**src/hw/rtl/hsv2rgb_pkg.sv**
```systemverilog
// types, constants and fixed-point helpers for the hsv to rgb converter
package hsv2rgb_pkg;

   localparam int FRAC_BITS = 12;
   localparam int FX_W      = FRAC_BITS + 1;
   localparam int H6_W      = FRAC_BITS + 3;
   localparam int SECT_W    = 3;

   localparam logic [FX_W-1:0] ONE_FX = FX_W'(1) << FRAC_BITS;

   localparam logic [SECT_W-1:0] SECT_0 = SECT_W'(0);
   localparam logic [SECT_W-1:0] SECT_1 = SECT_W'(1);
   localparam logic [SECT_W-1:0] SECT_2 = SECT_W'(2);
   localparam logic [SECT_W-1:0] SECT_3 = SECT_W'(3);
   localparam logic [SECT_W-1:0] SECT_4 = SECT_W'(4);

   typedef struct packed {
      logic [FX_W-1:0] hue;
      logic [FX_W-1:0] saturation;
      logic [FX_W-1:0] brightness;
   } hsv2rgb_req_type;

   typedef struct packed {
      logic [FX_W-1:0] red;
      logic [FX_W-1:0] green;
      logic [FX_W-1:0] blue;
   } hsv2rgb_rsp_type;

   typedef struct packed {
      logic [FX_W-1:0] v;
      logic [FX_W-1:0] p;
      logic [FX_W-1:0] q;
      logic [FX_W-1:0] t;
   } hsv2rgb_pqtv_type;

   function automatic logic [FX_W-1:0] sat_one(input logic [FX_W-1:0] x);
      return (x > ONE_FX) ? ONE_FX : x;
   endfunction

   // truncated fixed-point product, operands within 0..one
   function automatic logic [FX_W-1:0] fx_mul(input logic [FX_W-1:0] a,
                                              input logic [FX_W-1:0] b);
      logic [2*FX_W-1:0] prod;
      prod = {{FX_W{1'b0}}, a} * {{FX_W{1'b0}}, b};
      return prod[FRAC_BITS +: FX_W];
   endfunction

endpackage

```
**src/hw/rtl/hsv_to_rgb_converter.sv**
```systemverilog
// an accepted req word passes the s1, s2 and s3 registers and the output register before rsp_valid
// throughput: one color per cycle while rsp_stall does not hold the four-stage multiply pipeline
// each stage holds its word under rsp_stall and empty stages still fill
// reset clears the stage valid bits only; data registers are not reset
// top level of the hsv to rgb converter
module hsv_to_rgb_converter
   import hsv2rgb_pkg::*;
(
   input  logic            clock,
   input  logic            reset,
   input  logic            req_valid,
   output logic            req_stall,
   input  hsv2rgb_req_type req_word,
   output logic            rsp_valid,
   input  logic            rsp_stall,
   output hsv2rgb_rsp_type rsp_word
);

   // stage 1: saturated inputs, sector and fraction
   logic              s1_valid_ff, s1_valid_in;
   logic [SECT_W-1:0] s1_sector_ff;
   logic [FRAC_BITS-1:0] s1_f_ff;
   logic [FX_W-1:0]   s1_s_ff, s1_v_ff;

   // stage 2: s*f, s*(1-f), p
   logic              s2_valid_ff, s2_valid_in;
   logic [SECT_W-1:0] s2_sector_ff;
   logic [FX_W-1:0]   s2_sf_ff, s2_sg_ff, s2_p_ff, s2_v_ff;

   // stage 3: v, p, q, t
   logic              s3_valid_ff, s3_valid_in;
   logic [SECT_W-1:0] s3_sector_ff;
   hsv2rgb_pqtv_type  s3_pqtv_ff;

   // stage 4: output word
   logic              rsp_valid_ff, rsp_valid_in;
   hsv2rgb_rsp_type   rsp_word_ff, color;

   logic              out_rdy, s3_rdy, s2_rdy, s1_rdy;
   logic [FX_W-1:0]   h_sat, s_sat, v_sat;
   logic [H6_W-1:0]   h6;
   logic [FX_W-1:0]   f_ext;

   assign out_rdy = !rsp_valid_ff || !rsp_stall;
   assign s3_rdy  = !s3_valid_ff || out_rdy;
   assign s2_rdy  = !s2_valid_ff || s3_rdy;
   assign s1_rdy  = !s1_valid_ff || s2_rdy;

   assign req_stall = !s1_rdy;
   assign rsp_valid = rsp_valid_ff;
   assign rsp_word  = rsp_word_ff;

   assign h_sat = sat_one(req_word.hue);
   assign s_sat = sat_one(req_word.saturation);
   assign v_sat = sat_one(req_word.brightness);

   // hue times six as 4h + 2h
   assign h6 = {h_sat, 2'b00} + {1'b0, h_sat, 1'b0};

   assign f_ext = {1'b0, s1_f_ff};

   assign s1_valid_in  = s1_rdy ? req_valid   : s1_valid_ff;
   assign s2_valid_in  = s2_rdy ? s1_valid_ff : s2_valid_ff;
   assign s3_valid_in  = s3_rdy ? s2_valid_ff : s3_valid_ff;
   assign rsp_valid_in = out_rdy ? s3_valid_ff : rsp_valid_ff;

   always_ff @(posedge clock) begin
      if (reset) begin
         s1_valid_ff  <= 1'b0;
         s2_valid_ff  <= 1'b0;
         s3_valid_ff  <= 1'b0;
         rsp_valid_ff <= 1'b0;
      end else begin
         s1_valid_ff  <= s1_valid_in;
         s2_valid_ff  <= s2_valid_in;
         s3_valid_ff  <= s3_valid_in;
         rsp_valid_ff <= rsp_valid_in;
      end
   end

   always_ff @(posedge clock) begin
      if (s1_rdy) begin
         s1_sector_ff <= h6[FRAC_BITS +: SECT_W];
         s1_f_ff      <= h6[FRAC_BITS-1:0];
         s1_s_ff      <= s_sat;
         s1_v_ff      <= v_sat;
      end
      if (s2_rdy) begin
         s2_sector_ff <= s1_sector_ff;
         s2_sf_ff     <= fx_mul(s1_s_ff, f_ext);
         s2_sg_ff     <= fx_mul(s1_s_ff, ONE_FX - f_ext);
         s2_p_ff      <= fx_mul(s1_v_ff, ONE_FX - s1_s_ff);
         s2_v_ff      <= s1_v_ff;
      end
      if (s3_rdy) begin
         s3_sector_ff <= s2_sector_ff;
         s3_pqtv_ff.v <= s2_v_ff;
         s3_pqtv_ff.p <= s2_p_ff;
         s3_pqtv_ff.q <= fx_mul(s2_v_ff, ONE_FX - s2_sf_ff);
         s3_pqtv_ff.t <= fx_mul(s2_v_ff, ONE_FX - s2_sg_ff);
      end
      if (out_rdy) begin
         rsp_word_ff <= color;
      end
   end

   // zero saturation needs no special path: p, q and t all equal v
   hsv2rgb_sel u_sel (
      .pqtv   (s3_pqtv_ff),
      .sector (s3_sector_ff),
      .color  (color)
   );

endmodule

```
**src/hw/rtl/hsv2rgb_sel.sv**
```systemverilog
// sector select: routes v, p, q and t onto red, green and blue
module hsv2rgb_sel
   import hsv2rgb_pkg::*;
(
   input  hsv2rgb_pqtv_type    pqtv,
   input  logic [SECT_W-1:0]   sector,
   output hsv2rgb_rsp_type     color
);

   always_comb begin
      case (sector)
         SECT_0: begin
            color = '{red: pqtv.v, green: pqtv.t, blue: pqtv.p};
         end
         SECT_1: begin
            color = '{red: pqtv.q, green: pqtv.v, blue: pqtv.p};
         end
         SECT_2: begin
            color = '{red: pqtv.p, green: pqtv.v, blue: pqtv.t};
         end
         SECT_3: begin
            color = '{red: pqtv.p, green: pqtv.q, blue: pqtv.v};
         end
         SECT_4: begin
            color = '{red: pqtv.t, green: pqtv.p, blue: pqtv.v};
         end
         // sector five, and hue of exactly one
         default: begin
            color = '{red: pqtv.v, green: pqtv.p, blue: pqtv.q};
         end
      endcase
   end

endmodule

```
**config.mk**
```make
export PLATFORM = sky130hd
export DESIGN_NAME = hsv_to_rgb_converter
export DESIGN_NICKNAME = d
export VERILOG_FILES = /design/src/hw/rtl/hsv2rgb_pkg.sv /design/src/hw/rtl/hsv_to_rgb_converter.sv /design/src/hw/rtl/hsv2rgb_sel.sv
export SDC_FILE = /design/constraint.sdc
export NUM_CORES = 2
export LEC_CHECK = 0
export BUFFER_PORTS_ARGS = -buffer_cell sky130_fd_sc_hd__buf_2
export CELL_PAD_IN_SITES_DETAIL_PLACEMENT = 0
export CELL_PAD_IN_SITES_GLOBAL_PLACEMENT = 2
export CORE_ASPECT_RATIO = 0.5
export CORE_MARGIN = 8
export CORE_UTILIZATION = 43
export CTS_CLUSTER_DIAMETER = 150
export CTS_CLUSTER_SIZE = 20
export DETAILED_ROUTE_END_ITERATION = 6
export PLACE_DENSITY_LB_ADDON = 0.2
export SYNTH_ARGS = -nofsm -noshare
export SYNTH_HDL_FRONTEND = slang
export SYNTH_HIERARCHICAL = 1
export SYNTH_SLANG_ARGS = --single-unit
```
**constraint.sdc**
```tcl
create_clock -name clock -period 8.2 [get_ports clock]
set_input_delay 1.64 -clock clock [delete_from_list [all_inputs] [get_ports clock]]
set_output_delay 1.64 -clock clock [all_outputs]
set_load 0.02 [all_outputs]
```
==> results.sh <==
export IMPL_rsz0062_at_grt="false"
export IMPL_end_kind="flip-flop"
export IMPL_core_area_um2=76750
export IMPL_final_cells=4550
export IMPL_switching_share_pct=52.59
export IMPL_hold_path_endpoint="s3_pqtv_ff[37]"
export IMPL_startpoint="s2_sf_ff[0]"
export IMPL_cap_violations=0
export IMPL_cts_resized=0
export IMPL_critPathBufInv=5
export IMPL_place_gp_congestion=0.8457
export IMPL_required_ps=8470
export IMPL_synth_seq_cells=193
export IMPL_cts_setup_buffers=0
export IMPL_overflow=0
export IMPL_pwr_share_comb_pct=78.5
export IMPL_status="finished, final reports clean"
export IMPL_ys_warn_count=6
export IMPL_synth_cell_types=73
export IMPL_via_per_inst=5.019
export IMPL_drc=0
export IMPL_placed_cells_incl_taps=4519
export IMPL_synth_area_leader_cell="fa_1"
export IMPL_grt_pass1_wl_mm=135.5
export IMPL_worstSetupStartpointType="flip-flop"
export IMPL_cts_sinks=193
export IMPL_start_util_pct=43.17
export IMPL_slew_headroom_pct=17.92
export IMPL_yosys_top_cells_area="fa_1 34%, edfxtp_1 17%, ha_1 13%"
export IMPL_fmax_mhz=136.5
export IMPL_cp_slowest_cell="xnor2_1"
export IMPL_rr_endpoint="s3_pqtv_ff[25]"
export IMPL_grt_max_degree=72
export IMPL_final_hold_viol_count=0
export IMPL_reg2reg_setup_slack_ps=870
export IMPL_dr_pass1_iters=5
export IMPL_chipHeight_um=212.3
export IMPL_drive_gt1_share_pct=6.688
export IMPL_die_area_um2=86730
export IMPL_syn_nets=4436
export IMPL_cts_buffer_depth=2
export IMPL_grt_pass1_vias=24090
export IMPL_grt_antenna_before_repair=5
export IMPL_drv_slew=0
export IMPL_synth_area_per_cell_um2=9.500
export IMPL_grt_total_usage_pct=19.86
export IMPL_cts_buffers=17
export IMPL_ioPinCount=84
export IMPL_r2r_start="s2_sf_ff[0]"
export IMPL_worst_slew_pin_transition_ps=1222
export IMPL_hold_depth=0
export IMPL_internal_power_mw=6.838
export IMPL_powerDensity_nw_per_um2=407.9
export IMPL_rr_worst_depth=25
export IMPL_wl_mm=84.53
export IMPL_synth_top_area_share_pct=34.02
export IMPL_n_antenna_cell=0
export IMPL_crit_path_max_incr_delay_ps=860
export IMPL_synth_edf_count=189
export IMPL_netlist_area_um2=33130
export IMPL_cts_clk_slew_worst_paths_ps=100
export IMPL_h_tree_depth=4
export IMPL_post_drt_wl_per_cell_um=18.58
export IMPL_vdd_drop_max_mv=0.3908
export IMPL_rows=72
export IMPL_drtAntennaViolNets=0
export IMPL_leakage_nw=17.42
export IMPL_die_w_um=408.6
export IMPL_crit_fanout=14
export IMPL_mostFrequentLayoutCell="inv_1"
export IMPL_ctsHoldBuffers=0
export IMPL_fin_skew_ps=37.33
export IMPL_tns_ps=0
export IMPL_nets=4450
export IMPL_cp_arrival_ps=7600
export IMPL_cp_top_family="adder cells"
export IMPL_hpwl_mm=66.63
export IMPL_clk_latency_ps=510
export IMPL_final_cell_mix="781 x inv_1, 563 x fa_1, 507 x nand2_1"
export IMPL_hp_start="s2_p_ff[11]"
export IMPL_cts_root_buf="clkbuf_16"
export IMPL_p_sw_mw=7.586
export IMPL_crit_type="flip-flop to flip-flop"
export IMPL_syn_inst=3488
export IMPL_port_buffers=83
export IMPL_p_clk_share_pct=5.9
export IMPL_finalCriticalPeriod_ps=7326
export IMPL_vias=22838
export IMPL_yosysSeqAreaShare_pct=17.37
export IMPL_drt_iter0_drc=1479
export IMPL_synth_ff_type="edfxtp_1"
export IMPL_async_reset_ff_share_pct=0
export IMPL_area_growth_pct=6.714
export IMPL_final_period_utilization_pct=89.34
export IMPL_setup_viol=0
export IMPL_min_path_type="flip-flop to flip-flop"
export IMPL_cts_tree="done"
export IMPL_p_seq_share_pct=15.5
-- registers in the layout (all words and copies together) (netlist names) --
signal        count
s2_v_ff          13
rsp_valid         1
s1_s_ff          13
s3_pqtv_ff       52
s1_f_ff          11
s1_v_ff          13
rsp_word         39
s1_sector_ff      3
s2_valid_ff       1
s2_sg_ff         13
s2_sector_ff      3
s2_p_ff          13
s1_valid_ff       1
s2_sf_ff         13
s3_sector_ff      3
s3_valid_ff       1
-- worst reg2reg max path: cells and delay by family (launching register included) --
family | cells | cell delay, ps
XOR/XNOR | 2 | 970
flip-flops | 1 | 640
AO/OA/AOI/OAI | 4 | 1200
AND/OR/NAND/NOR | 7 | 1040
buffers and inverters | 5 | 360
adder cells (fa/ha/maj) | 7 | 2900
-- metrics by stage --
stage          power, mW  hold slack, ps  setup slack (ps)  util [%]  area (um^2)
2_1_floorplan      10.23           400.3              1739         -        33130
3_3_place_gp       13.60           408.3              1015     45.30        34770
3_5_place_dp       13.76           415.6             896.8     45.30        34770
4_1_cts            14.73           426.4             889.2     46.07        35360
5_1_grt            16.19           431.6             417.2     46.07        35360
6_report           14.42           421.5             874.1     46.07        35360
-- layout make-up --
class | count | area, um^2
Tap cell | 1036 | 1296
Clock buffer | 17 | 425.4
Clock inverter | 14 | 167.7
Multi-Input combinational cell | 2342 | 23740
Fill cell | 7490 | 41390
Inverter | 783 | 2940
Timing Repair Buffer | 165 | 1031
Sequential cell | 193 | 5756
-- cells by family (layout without fill, tap and decap cells) --
family                     count (synthesis)  in the layout  synth area share (%)
xor gates and xnor gates                 120            120                 3.240
buffers and inverters                    953            979                 11.00
DFF                                      193            193                 17.37
muxes                                      1              1               0.03398
and+or+nand+nor                         1046           1046                 15.54
AOI/OAI and AO/OA                        270            270                 5.887
adders and majority gates                905            905                 46.93
-- metal layers --
metal	wire length [um]	track usage, %	share of wire, %
met4	1299	3.900	1.5
met1	40900	28.10	48
met3	3997	3.427	4.7
met2	38330	32.34	45
met5	7	0	0.0083
-- Yosys cell counts (all sizes together) (4+ instances only) --
master and count:
o211ai 5, a21o 17, a211oi 8, a21boi 4
a22oi 14, o22ai 13, nand2 508, clkbuf 146
nand2b 15, or2 4, xor2 30, o32ai 8
a221o 14, nor3 27, nand4 9, and3 14
buf 24, xnor2 90, a2111oi 4, o21ai 44
a31oi 16, or4 5, fa 563, o221ai 28
and2 316, nor4 9, a21oi 60, o21a 19
nand3 13, ha 342, nor2 64, inv 782
nand3b 10, edfxtp 189, nor2b 40, o21bai 4
dfxtp 4, or3 6
-- power groups by stage --
stage / combinational, mW / clock (mW) / sequential [mW]
2_1_floorplan: 8.09 / 0 / 2.14
3_3_place_gp: 11.3 / 0 / 2.25
3_5_place_dp: 11.5 / 0 / 2.26
4_1_cts: 11.6 / 0.888 / 2.24
5_1_grt: 13.0 / 0.920 / 2.28
6_report: 11.3 / 0.857 / 2.24
-- how the worst max path moves through the flow --
stage                          end  slack [ps]  depth (start not counted)
floorplan              s2_p_ff[12]        1740                         26
global placement    s3_pqtv_ff[25]        1020                         25
detailed placement  s3_pqtv_ff[25]         900                         25
CTS                 s3_pqtv_ff[25]         890                         25
global route        s3_pqtv_ff[25]         420                         25
finish              s3_pqtv_ff[25]         870                         25
(Power assumes the default switching activity.)
